$ cat src/design/ax25fhp_pkg.sv
// Shared types, constants and decode helpers for the AX.25 frame header parser.
// No dependencies.
package ax25fhp_pkg;

	localparam int MAX_VIA    = 2;
	localparam int VIA_W      = (MAX_VIA < 2) ? 1 : $clog2(MAX_VIA + 1);
	localparam int FIFO_DEPTH = 4;
	localparam int FIFO_AW    = $clog2(FIFO_DEPTH);
	localparam int FIFO_CW    = $clog2(FIFO_DEPTH + 1);

	localparam logic [2:0] ADDR_LAST_POS = 3'd6;   // seventh byte of an address field
	localparam logic [2:0] LSB_CHECK_END = 3'd5;   // low bit checked on bytes 0..4
	localparam logic [2:0] CALL_MAX      = 3'd6;
	localparam logic [6:0] CHAR_SPACE    = 7'd32;
	localparam logic [7:0] UI_MASK       = 8'hef;
	localparam logic [7:0] UI_CODE       = 8'h03;
	localparam logic [1:0] SLOT_REPEAT   = 2'd2;

	typedef enum logic [1:0] {
		KIND_ADDR = 2'd0,
		KIND_HDR  = 2'd1,
		KIND_DATA = 2'd2,
		KIND_ERR  = 2'd3
	} kind_t;

	typedef enum logic [1:0] {
		ERR_SHORT = 2'd0,
		ERR_LSB   = 2'd1,
		ERR_TRUNC = 2'd2
	} err_t;

	typedef enum logic [1:0] {
		FT_I  = 2'd0,
		FT_S  = 2'd1,
		FT_U  = 2'd2,
		FT_UI = 2'd3
	} ftype_t;

	typedef enum logic [5:0] {
		PH_DEST = 6'b000001,
		PH_SRC  = 6'b000010,
		PH_VIA  = 6'b000100,
		PH_CTRL = 6'b001000,
		PH_PID  = 6'b010000,
		PH_DATA = 6'b100000
	} phase_t;

	// One queued result word. raw holds the seventh address byte or the
	// control/data byte; the back end decodes it by kind.
	typedef struct packed {
		kind_t       kind;
		logic [1:0]  slot;
		logic [47:0] call;
		logic [2:0]  clen;
		logic [7:0]  raw;
		logic [7:0]  pid;
		err_t        err;
		logic        last;
	} rec_t;

	function automatic logic is_ui(input logic [7:0] c);
		return (c & UI_MASK) == UI_CODE;
	endfunction

	function automatic logic needs_pid(input logic [7:0] c);
		return !c[0] || is_ui(c);
	endfunction

	function automatic ftype_t type_of(input logic [7:0] c);
		ftype_t t;
		if (is_ui(c))
			t = FT_UI;
		else if (!c[0])
			t = FT_I;
		else if (c[1])
			t = FT_U;
		else
			t = FT_S;
		return t;
	endfunction

endpackage

$ cat src/design/ax25_frame_header_parser_top.sv
// AX.25 frame header parser, top level: front end, result queue, back end.
// Depends on ax25fhp_pkg, ax25fhp_front, ax25fhp_fifo, ax25fhp_back.

// Takes one frame byte per cycle (push/full) and yields address, control
// header, data or error results through a 4-word result queue (empty/pop).
// A byte is parsed in the cycle it is accepted and its result, if any, can
// be popped the next cycle. full rises only while the queue holds four
// unread results, so with pop kept high the block sustains one byte per
// clock. Headers whose bytes produce no result (address bytes one to six,
// control bytes awaiting a PID) must still be accepted like any other byte.
module ax25_frame_header_parser_top
	import ax25fhp_pkg::*;
(
	input  logic        clk,
	input  logic        arst_n,
	input  logic        push,
	output logic        full,
	input  logic [7:0]  in_byte,
	input  logic        frame_end,
	output logic        empty,
	input  logic        pop,
	output logic [1:0]  kind,
	output logic [1:0]  addr_slot,
	output logic [47:0] callsign,
	output logic [2:0]  callsign_len,
	output logic [3:0]  ssid,
	output logic        repeated,
	output logic        addr_end,
	output logic [7:0]  value,
	output logic [7:0]  pid,
	output logic [1:0]  ftype,
	output logic [1:0]  error_code,
	output logic        last
);

	logic accept, res_valid;
	rec_t res, head;

	assign accept = push && !full;

	ax25fhp_front u_front (
		.clk       (clk),
		.arst_n    (arst_n),
		.accept    (accept),
		.in_byte   (in_byte),
		.frame_end (frame_end),
		.res_valid (res_valid),
		.res       (res)
	);

	ax25fhp_fifo u_fifo (
		.clk     (clk),
		.arst_n  (arst_n),
		.wr_en   (res_valid),
		.wr_data (res),
		.rd_en   (pop),
		.rd_data (head),
		.full    (full),
		.empty   (empty)
	);

	ax25fhp_back u_back (
		.rec          (head),
		.kind         (kind),
		.addr_slot    (addr_slot),
		.callsign     (callsign),
		.callsign_len (callsign_len),
		.ssid         (ssid),
		.repeated     (repeated),
		.addr_end     (addr_end),
		.value        (value),
		.pid          (pid),
		.ftype        (ftype),
		.error_code   (error_code),
		.last         (last)
	);

`ifndef NO_ASSERTIONS
	a_no_write_when_full: assert property (@(posedge clk) disable iff (!arst_n)
		full |-> !res_valid)
		else $error("result produced while queue full");

	a_err_is_last: assert property (@(posedge clk) disable iff (!arst_n)
		(!empty && kind == KIND_ERR) |-> last)
		else $error("error result not marked last");

	a_call_len: assert property (@(posedge clk) disable iff (!arst_n)
		(!empty && kind == KIND_ADDR) |-> (callsign_len <= CALL_MAX))
		else $error("callsign length out of range");

	a_no_result_idle: assert property (@(posedge clk) disable iff (!arst_n)
		!accept |-> !res_valid)
		else $error("result without an accepted byte");
`endif

endmodule

$ cat src/design/ax25fhp_front.sv
// Front end: takes frame bytes, tracks the header position and builds result words.
// Depends on ax25fhp_pkg.
module ax25fhp_front
	import ax25fhp_pkg::*;
(
	input  logic       clk,
	input  logic       arst_n,
	input  logic       accept,
	input  logic [7:0] in_byte,
	input  logic       frame_end,
	output logic       res_valid,
	output rec_t       res
);

	phase_t            phase_q, phase_n;
	logic [2:0]        pos_q, pos_n;
	logic [VIA_W-1:0]  via_q, via_n, via_inc;
	logic [47:0]       accum_q, accum_n;
	logic [2:0]        len_q, len_n;
	logic              ended_q, ended_n;
	logic              lsb_q, lsb_n;
	logic [7:0]        ctrl_q, ctrl_n;
	logic              disc_q, disc_n;
	logic              frame_rst, call_clr;
	logic [6:0]        ch;
	logic [2:0]        lane;

	assign ch      = in_byte[7:1];
	assign lane    = 3'd5 - len_q;
	assign via_inc = via_q + VIA_W'(1);

	always_comb begin
		phase_n   = phase_q;
		pos_n     = pos_q;
		via_n     = via_q;
		accum_n   = accum_q;
		len_n     = len_q;
		ended_n   = ended_q;
		lsb_n     = lsb_q;
		ctrl_n    = ctrl_q;
		disc_n    = disc_q;
		frame_rst = 1'b0;
		call_clr  = 1'b0;
		res_valid = 1'b0;
		res       = '0;

		if (accept) begin
			if (disc_q) begin
				frame_rst = frame_end;
			end else begin
				case (phase_q)
					PH_DEST, PH_SRC, PH_VIA: begin
						if (pos_q != ADDR_LAST_POS) begin
							if (in_byte[0] && pos_q < LSB_CHECK_END)
								lsb_n = 1'b1;
							if (ch == 7'd0 || ch == CHAR_SPACE || ended_q) begin
								ended_n = 1'b1;
							end else if (len_q < CALL_MAX) begin
								accum_n[{lane, 3'b000} +: 8] = {1'b0, ch};
								len_n = len_q + 3'd1;
							end
							if (frame_end) begin
								res_valid = 1'b1;
								res.kind  = KIND_ERR;
								res.err   = (phase_q == PH_VIA) ? ERR_TRUNC : ERR_SHORT;
								res.last  = 1'b1;
								frame_rst = 1'b1;
							end else begin
								pos_n = pos_q + 3'd1;
							end
						end else if (phase_q == PH_DEST) begin
							if (frame_end) begin
								res_valid = 1'b1;
								res.kind  = KIND_ERR;
								res.err   = ERR_SHORT;
								res.last  = 1'b1;
								frame_rst = 1'b1;
							end else begin
								// a destination low-bit error waits for the source field
								if (!lsb_q) begin
									res_valid = 1'b1;
									res.kind  = KIND_ADDR;
									res.slot  = 2'd0;
									res.call  = accum_q;
									res.clen  = len_q;
									res.raw   = in_byte;
								end
								call_clr = 1'b1;
								phase_n  = PH_SRC;
							end
						end else if (lsb_q || frame_end) begin
							res_valid = 1'b1;
							res.kind  = KIND_ERR;
							res.err   = lsb_q ? ERR_LSB : ERR_TRUNC;
							res.last  = 1'b1;
							frame_rst = frame_end;
							disc_n    = 1'b1;
						end else begin
							res_valid = 1'b1;
							res.kind  = KIND_ADDR;
							res.call  = accum_q;
							res.clen  = len_q;
							res.raw   = in_byte;
							if (phase_q == PH_SRC) begin
								res.slot = 2'd1;
							end else begin
								res.slot = SLOT_REPEAT + 2'(via_q);
								via_n    = via_inc;
							end
							call_clr = 1'b1;
							if (in_byte[0] || via_n >= VIA_W'(MAX_VIA))
								phase_n = PH_CTRL;
							else
								phase_n = PH_VIA;
						end
					end
					PH_CTRL: begin
						ctrl_n = in_byte;
						if (needs_pid(in_byte)) begin
							if (frame_end) begin
								res_valid = 1'b1;
								res.kind  = KIND_ERR;
								res.err   = ERR_TRUNC;
								res.last  = 1'b1;
								frame_rst = 1'b1;
							end else begin
								phase_n = PH_PID;
							end
						end else begin
							res_valid = 1'b1;
							res.kind  = KIND_HDR;
							res.raw   = in_byte;
							res.last  = frame_end;
							frame_rst = frame_end;
							phase_n   = PH_DATA;
						end
					end
					PH_PID: begin
						res_valid = 1'b1;
						res.kind  = KIND_HDR;
						res.raw   = ctrl_q;
						res.pid   = in_byte;
						res.last  = frame_end;
						frame_rst = frame_end;
						phase_n   = PH_DATA;
					end
					default: begin
						res_valid = 1'b1;
						res.kind  = KIND_DATA;
						res.raw   = in_byte;
						res.last  = frame_end;
						frame_rst = frame_end;
					end
				endcase
			end
		end

		if (call_clr || frame_rst) begin
			pos_n   = '0;
			accum_n = '0;
			len_n   = '0;
			ended_n = 1'b0;
		end
		if (frame_rst) begin
			phase_n = PH_DEST;
			via_n   = '0;
			lsb_n   = 1'b0;
			ctrl_n  = '0;
			disc_n  = 1'b0;
		end
	end

	always_ff @(posedge clk or negedge arst_n) begin
		if (!arst_n) begin
			phase_q <= PH_DEST;
			pos_q   <= '0;
			via_q   <= '0;
			accum_q <= '0;
			len_q   <= '0;
			ended_q <= 1'b0;
			lsb_q   <= 1'b0;
			ctrl_q  <= '0;
			disc_q  <= 1'b0;
		end else begin
			phase_q <= phase_n;
			pos_q   <= pos_n;
			via_q   <= via_n;
			accum_q <= accum_n;
			len_q   <= len_n;
			ended_q <= ended_n;
			lsb_q   <= lsb_n;
			ctrl_q  <= ctrl_n;
			disc_q  <= disc_n;
		end
	end

endmodule

$ cat src/design/ax25fhp_fifo.sv
// Short result queue between the front and back ends, register based.
// Depends on ax25fhp_pkg.
module ax25fhp_fifo
	import ax25fhp_pkg::*;
(
	input  logic clk,
	input  logic arst_n,
	input  logic wr_en,
	input  rec_t wr_data,
	input  logic rd_en,
	output rec_t rd_data,
	output logic full,
	output logic empty
);

	rec_t               mem_q [FIFO_DEPTH];
	logic [FIFO_AW-1:0] wr_ptr_q, rd_ptr_q;
	logic [FIFO_CW-1:0] cnt_q;
	logic               do_wr, do_rd;

	assign full    = cnt_q == FIFO_CW'(FIFO_DEPTH);
	assign empty   = cnt_q == '0;
	assign do_wr   = wr_en && !full;
	assign do_rd   = rd_en && !empty;
	assign rd_data = mem_q[rd_ptr_q];

	always_ff @(posedge clk) begin
		if (do_wr)
			mem_q[wr_ptr_q] <= wr_data;
	end

	always_ff @(posedge clk or negedge arst_n) begin
		if (!arst_n) begin
			wr_ptr_q <= '0;
			rd_ptr_q <= '0;
			cnt_q    <= '0;
		end else begin
			if (do_wr)
				wr_ptr_q <= (wr_ptr_q == FIFO_AW'(FIFO_DEPTH - 1)) ? '0 : wr_ptr_q + FIFO_AW'(1);
			if (do_rd)
				rd_ptr_q <= (rd_ptr_q == FIFO_AW'(FIFO_DEPTH - 1)) ? '0 : rd_ptr_q + FIFO_AW'(1);
			if (do_wr && !do_rd)
				cnt_q <= cnt_q + FIFO_CW'(1);
			else if (do_rd && !do_wr)
				cnt_q <= cnt_q - FIFO_CW'(1);
		end
	end

endmodule

$ cat src/design/ax25fhp_back.sv
// Back end: expands the queued result word into the output fields.
// Depends on ax25fhp_pkg.
module ax25fhp_back
	import ax25fhp_pkg::*;
(
	input  rec_t        rec,
	output logic [1:0]  kind,
	output logic [1:0]  addr_slot,
	output logic [47:0] callsign,
	output logic [2:0]  callsign_len,
	output logic [3:0]  ssid,
	output logic        repeated,
	output logic        addr_end,
	output logic [7:0]  value,
	output logic [7:0]  pid,
	output logic [1:0]  ftype,
	output logic [1:0]  error_code,
	output logic        last
);

	logic is_addr, is_hdr;

	assign is_addr = rec.kind == KIND_ADDR;
	assign is_hdr  = rec.kind == KIND_HDR;

	assign kind         = rec.kind;
	assign addr_slot    = rec.slot;
	assign callsign     = rec.call;
	assign callsign_len = rec.clen;
	assign ssid         = is_addr ? rec.raw[4:1] : 4'd0;
	assign repeated     = is_addr && rec.raw[7];
	assign addr_end     = is_addr && rec.raw[0];
	assign value        = (is_hdr || rec.kind == KIND_DATA) ? rec.raw : 8'd0;
	assign pid          = rec.pid;
	assign ftype        = is_hdr ? type_of(rec.raw) : FT_I;
	assign error_code   = rec.err;
	assign last         = rec.last;

endmodule

$ cat config.mk
export PLATFORM = sky130hd
export DESIGN_NAME = ax25_frame_header_parser_top
export DESIGN_NICKNAME = d
export VERILOG_FILES = /design/src/design/ax25fhp_pkg.sv /design/src/design/ax25_frame_header_parser_top.sv /design/src/design/ax25fhp_front.sv /design/src/design/ax25fhp_fifo.sv /design/src/design/ax25fhp_back.sv
export SDC_FILE = /design/constraint.sdc
export NUM_CORES = 1
export LEC_CHECK = 0
export BUFFER_PORTS_ARGS = -buffer_cell sky130_fd_sc_hd__buf_2
export CORE_ASPECT_RATIO = 0.8
export CORE_MARGIN = 1.5
export CORE_UTILIZATION = 65
export DETAILED_ROUTE_END_ITERATION = 10
export GPL_TIMING_DRIVEN = 0
export PLACE_DENSITY = 0.91
export SYNTH_ARGS = -nofsm -noshare
export SYNTH_HDL_FRONTEND = slang
export SYNTH_SLANG_ARGS = --single-unit
$ cat constraint.sdc
create_clock -name clk -period 7.15 [get_ports clk]
set_clock_uncertainty 0.15 [all_clocks]
set_input_delay 1.43 -clock clk [delete_from_list [all_inputs] [get_ports clk]]
set_output_delay 1.43 -clock clk [all_outputs]
set_load 0.005 [all_outputs]
==> metrics.yaml, run 1 <==
crit_required_ps: 5570
gr-total-overflow: 0
antennaDiodeCount: 0
track_usage_pct: 29.0
antenna_found_initial: 0
maxCapViolCount: 0
fin_tns_setup_ps: 0
fin_crit_ps: 5340
dieArea_mm2: 0.0233
tightest_slew_ps: 988
critPathArrivalTime_ps: 3760
final_nets: 1014
grt_pass1_wl_um: 49200
postSynthCellCount: 848
final_cells: 1307
grt_max_degree: 71
dr.pass1.iters: 8
start_util_pct: 66.8
synth_edf_count: 276
cts_setup_buffers: 0
h-tree-depth: 2
setup_slack_ps: 1810
avgViaCountPerCell: 6.53
crit_type: "reg2out"
maxSlewHeadroom_pct: 33.6
end_kind: "output pin"
drt_iter0_drc: 1036
drv_slew: 0
ant_nets: 0
grt_setup_unrepaired: "no"
hp-class: "reg2reg"
status: "finished, final reports clean"
syn_avg_cell_area_um2: 17.2
routedWlPerCell_um: 24.9
cts.path.max_buffers: 3
p_leak_nw: 6.27
core_area_mm2: 0.0218
num_rows: 48
portBuffers: 90
gp_congestion: 0.929
cts_tree: "done"
drive_gt1_share_pct: 24.8
synth_top_flop_cell: "edfxtp_1"
fillers: 1201
final_cell_mix: "276 x edfxtp_1, 100 x buf_2, 73 x dfrtp_1"
routed_wl_um: 32600
hold_viol: 0
cts.sinks: 350
drc: 0
clock_tree.root_cell: "clkbuf_16"
die_w_um: 170
dp_slack_ps: 2310
setup.worst_path.start_class: "flip-flop"
cts_hold_buffers: 0
mappedNetlistArea_mm2: 0.0146
cts_resized: 0
clk_pin_slew_ps: 70
peakVddDrop_mv: 0.303
power_density_mw_per_mm2: 401
synthArstFlopShare_pct: 21.1
grt_pass1_vias: 8566
dpl.hpwl_um: 20500
fin_crit_sh_pct: 74.6
io_pins: 97
synth_warnings: 0
via_count: 8541
area_growth_syn_to_layout_pct: 13.9
path_max_fanout: 10
worst_hold_slack_ps: 338
ys_types: 67
fmax_mhz: 187
fp.dieH_um: 137
clk_latency_ps: 510
synth_seq_area_share_pct: 69.6
numCtsBuffers: 34
final_common_cell: "edfxtp_1"
placed_cells: 1246
ys_ff_latch: 350
setup_viol: 0
[worst max-delay path, stage by stage, from the launching register on]
cell and delay [ps]:
dfrtp_1 440, clkbuf_1 580, clkbuf_1 800, mux4_2 660, inv_1 80, ha_1 320
and2_1 200, buf_2 140
[final timing paths]
path                                           end          startpoint  slack, ps  depth (start not counted)
max in group asynchronous       u_front.phase_q[0]              arst_n       5720                          2
min in group asynchronous       u_fifo.wr_ptr_q[1]              arst_n        570                          1
worst min register to register  u_front.accum_q[0]  u_front.accum_q[0]        340                          1
worst max-delay path                      value[6]  u_fifo.rd_ptr_q[0]       1810                          7
worst max register to register     u_fifo.cnt_q[2]  u_front.phase_q[5]       3350                         11
worst min-delay path            u_front.accum_q[0]  u_front.accum_q[0]        340                          1
[logic make-up (layout without fill, tap and decap cells)]
kind of cell	count (synthesis)	after routing	share of synthesized area, %
XOR/XNOR	7	7	0.421
buffers and inverters	68	224	1.98
AO/OA/AOI/OAI	90	90	4.96
flip-flops	350	350	69.6
AND/OR/NAND/NOR	207	207	8.03
adder cells (fa/ha/maj)	19	19	1.68
other	1	4	0.0257
multiplexers	106	106	13.3
[cell type report]
cell class | count | area [µm²] | share of cell area, %
clock buffers | 47 | 961 | 5.79
clock inverters | 14 | 98.8 | 0.596
inverters | 16 | 60.1 | 0.362
plain buffers | 52 | 228 | 1.37
repair buffers | 95 | 568 | 3.42
multi-input cells | 433 | 4160 | 25.1
flip-flops and latches | 350 | 10100 | 61.1
well taps | 300 | 375 | 2.26
[metal layers]
layer	track usage (%)	wire [µm]
met5	0	0
met4	10.9	1030
met3	6.04	3170
met2	45.2	15300
met1	41.4	13000
[report_power, final]
| part | switching [mW] | total (mW) | internal (mW) |
|---|---|---|---|
| clock | 0.738 | 1.72 | 0.980 |
| combinational | 1.23 | 2.19 | 0.959 |
| sequential | 0.150 | 2.75 | 2.60 |
[Yosys cell counts, drive strengths merged, types with 3 or more instances]
library cell	count	area (µm²)
nor2	25	93.8
and2	61	382
nand4	7	56.3
inv	16	60.1
nor4	3	25.0
dfrtp	73	1830
or4	3	26.3
a22o	8	70.1
mux4	69	1550
nor3	3	15.0
xnor2	3	26.3
nand2b	9	56.3
a2111oi	3	38.8
a31oi	11	90.1
o31ai	3	22.5
o21a	3	22.5
nand3	27	135
clkbuf	34	128
a32o	15	150
edfxtp	276	8290
o21ai	13	65.1
mux2i	27	270
and3	19	119
mux2	10	113
a21oi	15	75.1
ha	18	225
buf	18	100
xor2	4	35.0
a21o	4	30.0
nand2	34	128
nor3b	3	22.5
[registers in the layout (all words and copies together) (netlist names), 2 cells and up]
signal / cells
u_fifo.cnt_q: 3
u_fifo.mem_q: 276
u_fifo.rd_ptr_q: 2
u_fifo.wr_ptr_q: 2
u_front.accum_q: 42
u_front.ctrl_q: 8
u_front.len_q: 3
u_front.phase_q: 6
u_front.pos_q: 3
u_front.via_q: 2
[through the flow]
stage          area (µm²)  util (%)  total power [mW]
3_5_place_dp        15500      71.3              4.92
3_3_place_gp        15400      70.7              4.81
4_1_cts             16600      76.1              6.66
6_report            16600      76.1              6.65
5_1_grt             16600      76.1              6.94
2_1_floorplan       14600         -              4.14
Note: power is estimated with default switching activity, not from simulation.
==> run 2: changes to the inputs <==
CORE_UTILIZATION = 54   (was 65)
PLACE_DENSITY = 0.81   (was 0.91)
clock period = 4.7 ns   (was 7.15 ns; I/O delays follow)
==> run 2 against run 1 <==
Sequential cell count did not move. Sequential power rose by 51%. Utilization fell by 12 points.
==> metrics.yaml, run 2 (synthesis results as in run 1) <==
status: "finished, final reports clean"
h-tree-depth: 2
cts.path.max_buffers: 3
grt_pass1_vias: 8167
drc: 0
track_usage_pct: 22.5
p_int_mw: 7.10
grt_pass1_wl_um: 47600
critPathArrivalTime_ps: 3320
seqCellArea_mm2: 0.0101
p_leak_nw: 6.35
dieArea_mm2: 0.0280
drv_slew: 0
final_cell_mix: "276 x edfxtp_1, 100 x buf_2, 73 x dfrtp_1"
start_util_pct: 55.2
seq_power_share_pct: 40.5
portBuffers: 90
core_area_mm2: 0.0264
drt_iter0_drc: 953
path_max_fanout: 10
grt_setup_unrepaired: "no"
largest-register: "u_fifo.mem_q"
cts_setup_buffers: 0
fp.dieH_um: 150
drive_gt1_share_pct: 25.5
fin_crit_ps: 4410
clk_pin_slew_ps: 60
maxSlewHeadroom_pct: 36.5
io_pins: 97
ant_nets: 0
cts.sinks: 350
antennaDiodeCount: 0
placed_cell_area_mm2: 0.0156
dpl.hpwl_um: 19600
antenna_found_initial: 0
num_rows: 53
setup_viol: 0
fin_crit_sh_pct: 93.9
r2r_end: "u_fifo.cnt_q[2]"
largest_reg_flops: 276
switching_power_mw: 3.17
hold_viol: 0
r2r_cells: 11
worstReg2RegStart: "u_front.phase_q[5]"
final_nets: 1015
peakVddDrop_mv: 0.305
hp-class: "in2async"
max_stage_delay_ps: 630
critPathCapture: "callsign[39]"
crit_type: "reg2out"
die_w_um: 187
reg.largest.list: "u_fifo.mem_q x276, u_front.accum_q x42, u_front.ctrl_q x8"
cts_hold_buffers: 0
crit_top_cell: "buf_2"
avgViaCountPerCell: 6.03
routedWlPerCell_um: 22.5
tightest_slew_ps: 945
power_density_mw_per_mm2: 611
setup.worst_path.start_class: "flip-flop"
power_frac_clock_pct: 27.8
via_count: 8249
crit_chain: "clkbuf_1 -> clkbuf_2 -> buf_2 -> mux4_2 -> buf_4 -> buf_2"
multiInputGateArea_mm2: 0.00416
cpMaxStageDelayCell: "mux4_2"
grt_max_degree: 72
gr-total-overflow: 0
switching_share_pct: 30.9
end_kind: "output pin"
fillers: 1892
maxCapViolCount: 0
clock_tree.root_cell: "clkbuf_16"
crit_required_ps: 3610
routed_wl_um: 30700
fmax_mhz: 227
r2r_slack_ps: 1050
design_area_mm2: 0.0168
combPwrFrac_pct: 31.7
gp_congestion: 0.898
dr.pass1.iters: 5
cts_tree: "done"
crit_start: "u_fifo.rd_ptr_q[0]"
final_common_cell: "edfxtp_1"
numCtsBuffers: 35
area_growth_syn_to_layout_pct: 15.4
final_core_util_pct: 63.7
clk_latency_ps: 530
[run 2: worst min-delay path by stage]
stage / startpoint / to / slack [ps]
floorplan: u_front.accum_q[22] / u_front.accum_q[22] / 300
global placement: u_front.accum_q[34] / u_front.accum_q[34] / 310
detailed placement: u_front.accum_q[34] / u_front.accum_q[34] / 320
CTS: arst_n / u_fifo.cnt_q[2] / 70
global route: arst_n / u_fifo.wr_ptr_q[0] / 60
finish: arst_n / u_fifo.wr_ptr_q[0] / 70
[run 2: routing by layer]
metal / share of wire, % / GRT usage (%) / vias to the layer above
met2: 46 / 34.5 / 394
li1: - / - / 3612
met4: 1.9 / 5.69 / 0
met3: 7.7 / 4.32 / 45
met1: 44 / 33.6 / 4198
met5: 0 / 0 / -
[run 2: power by group through the flow]
stage	Clock (mW)	Combinational, mW	Sequential, mW
after floorplan	0	2.14	4.16
after global placement	0	3.13	4.23
after detailed placement	0	3.27	4.21
final	2.86	3.25	4.16
after global routing	3.01	3.57	4.21
after CTS	2.89	3.30	4.16
[run 2: final cells by class]
cell class / instances / area share (%)
buffer: 52 / 1.36
clock buffer: 50 / 6.09
clock inverter: 14 / 1.05
inverter: 16 / 0.357
multi-input combinational: 433 / 24.8
sequential: 350 / 60.3
tap: 357 / 2.66
timing repair buffer: 95 / 3.38
[run 2: repair_timing]
action,in CTS,in global routing
resized for setup,1,0
setup endpoints to repair,21,0
endpoints found under the hold margin,0,0
[run 2: worst max-delay path, delay by kind of cell (launching register included)]
kind	cells	cell delay [ps]
flops	1	430
buf+inv	5	1710
mux	1	630
[run 2: stage by stage]
stage	hold slack, ps	total power, mW	setup TNS, ps	setup slack, ps	cells
floorplan	298	6.29	0	409	851
global placement	315	7.36	-381560	-1410	1298
detailed placement	323	7.48	0	429	1303
CTS	65.1	10.3	0	201	1367
global route	64.2	10.8	0	91.9	1367
finish	73.3	10.3	0	287	1367
==> run 3: changes to the inputs <==
BUFFER_PORTS_ARGS = not set   (was -buffer_cell sky130_fd_sc_hd__buf_2)
CORE_UTILIZATION = 65   (was 54)
DONT_BUFFER_PORTS = 1   (was not set)
PLACE_DENSITY = 0.87   (was 0.81)
RECOVER_POWER = 50   (was not set)
clock period = 5.4 ns   (was 4.7 ns; I/O delays follow)
==> run 3 against run 2 <==
The flow now finishes with violations (max-capacitance violations, max-slew violations). Final cell count is 11% lower. Design area decreased by 4.3%. Critical path depth down 1. Die area down 17%. Clock power decreased by 21%. Setup slack better by 250 ps. Combinational power decreased by 23%. Sequential share of layout area grew 2.7 points. Highest routed layer unchanged.
==> metrics.yaml, run 3 (synthesis results as in run 1) <==
tightest_slew_ps: 1850
numCtsBuffers: 34
clock_tree.root_cell: "clkbuf_16"
clk_latency_ps: 510
setup_viol: 0
largest-register: "u_fifo.mem_q"
avgViaCountPerCell: 6.55
dpl.hpwl_um: 19800
maxCapViolCount: 2
fillers: 1269
seq_power_share_pct: 43.4
cts_setup_buffers: 0
fin_crit_sh_pct: 90.0
io_pins: 97
finalPower_mw: 8.37
hold_viol: 0
antenna_found_initial: 0
drt_iter0_drc: 887
fin_crit_ps: 4860
setup.worst_path.start_class: "flip-flop"
final_cells: 1217
grt_pass1_vias: 7866
core_area_mm2: 0.0218
cts.path.max_buffers: 3
h-tree-depth: 2
peakVddDrop_mv: 0.382
reg.largest.list: "u_fifo.mem_q x276, u_front.accum_q x42, u_front.ctrl_q x8"
r2r_cells: 6
dieArea_mm2: 0.0233
maxSlewHeadroom_pct: -24.2
drive_gt1_share_pct: 16.5
worstReg2RegStart: "u_front.phase_q[3]"
grt_pass1_wl_um: 47500
r2r_end: "u_fifo.mem_q[1][71]"
start_util_pct: 66.8
fmax_mhz: 206
violations: "max-capacitance violations, max-slew violations"
ant_nets: 0
crit_type: "reg2out"
grt_setup_unrepaired: "no"
die_w_um: 170
r2r_slack_ps: 1280
via_count: 7975
num_rows: 48
cts_hold_buffers: 0
power_frac_clock_pct: 26.9
end_kind: "output pin"
worst_hold_slack_ps: 110
combPwrFrac_pct: 29.7
gr-total-overflow: 0
area_growth_syn_to_layout_pct: 10.4
final_common_cell: "edfxtp_1"
p_int_mw: 5.74
track_usage_pct: 28.2
gp_congestion: 0.916
grt_max_degree: 75
hp-class: "in2async"
final_nets: 923
placed_cells: 1155
crit_required_ps: 4170
cts_resized: 0
path_max_fanout: 10
largest_reg_flops: 276
fp.dieH_um: 137
antennaDiodeCount: 0
cts_tree: "done"
switching_share_pct: 31.4
portBuffers: 0
power_density_mw_per_mm2: 520
drv_slew: 14
routed_wl_um: 31400
p_leak_nw: 5.84
critPathArrivalTime_ps: 3630
cts.sinks: 350
clk_pin_slew_ps: 60
dr.pass1.iters: 5
status: "complete, but fails checks"
drc: 0
switching_power_mw: 2.63
final_cell_mix: "276 x edfxtp_1, 73 x dfrtp_1, 69 x mux4_2"
routedWlPerCell_um: 25.8
-- run 3: cell types whose count changed in the layout (fill, tap and decap cells not counted), moves of 2 or more --
cell / change
buf_2: -90
and2_0: +41
and2_1: -41
clkbuf_1: +7
clkbuf_8: -4
bufinv_16: -3
buf_12: -2
clkinv_1: +2
inv_16: -2
-- run 3: stage by stage --
stage	setup slack, ps	setup TNS (ps)	util (%)	area (µm²)
2_1_floorplan	969	0	-	14600
3_3_place_gp	-850	-223010	68.6	15000
3_5_place_dp	970	0	69.1	15100
4_1_cts	483	0	74.0	16100
5_1_grt	361	0	73.8	16100
6_report	538	0	73.8	16100
-- run 3: layer usage --
layer	vias to the layer above	part of all wire, %	GRT usage [%]
met1	4070	40	39.5
met5	-	0	0
li1	3411	-	-
met4	0	2.7	9.73
met2	420	48	43.7
met3	74	9.4	7.40
-- run 3: worst max-delay path by stage --
| stage | startpoint | end | slack, ps | depth (start not counted) |
|---|---|---|---|---|
| global placement | in_byte[2] | u_fifo.mem_q[1][57] | -850 | 6 |
| floorplan | in_byte[2] | u_fifo.mem_q[0][0] | 970 | 6 |
| global route | u_fifo.rd_ptr_q[0] | callsign[47] | 360 | 5 |
| CTS | u_fifo.rd_ptr_q[0] | callsign[39] | 480 | 5 |
| detailed placement | in_byte[2] | u_fifo.cnt_q[2] | 970 | 11 |
| finish | u_fifo.rd_ptr_q[0] | callsign[39] | 540 | 5 |
-- run 3: final cells by class --
type | count | area (µm²) | area share [%]
Sequential cell | 350 | 10100 | 63.0
Multi-Input combinational cell | 433 | 4130 | 25.6
Clock buffer | 51 | 1010 | 6.27
Tap cell | 300 | 375 | 2.33
Buffer | 52 | 226 | 1.41
Timing Repair Buffer | 4 | 103 | 0.638
Inverter | 16 | 60.1 | 0.373
Clock inverter | 11 | 50.0 | 0.311
-- run 3: worst max-delay path, stage by stage (launching register included) --
cell,delay (ps)
dfrtp_1,420
clkbuf_1,600
clkbuf_1,820
buf_2,460
mux4_2,630
buf_4,170
-- run 3: power by group through the flow --
| stage | logic [mW] | registers [mW] | clock network (mW) |
|---|---|---|---|
| after floorplan | 1.86 | 3.62 | 0 |
| after global placement | 2.37 | 3.68 | 0 |
| after detailed placement | 2.50 | 3.67 | 0 |
| after CTS | 2.53 | 3.63 | 2.27 |
| after global routing | 2.70 | 3.66 | 2.37 |
| final | 2.49 | 3.63 | 2.25 |
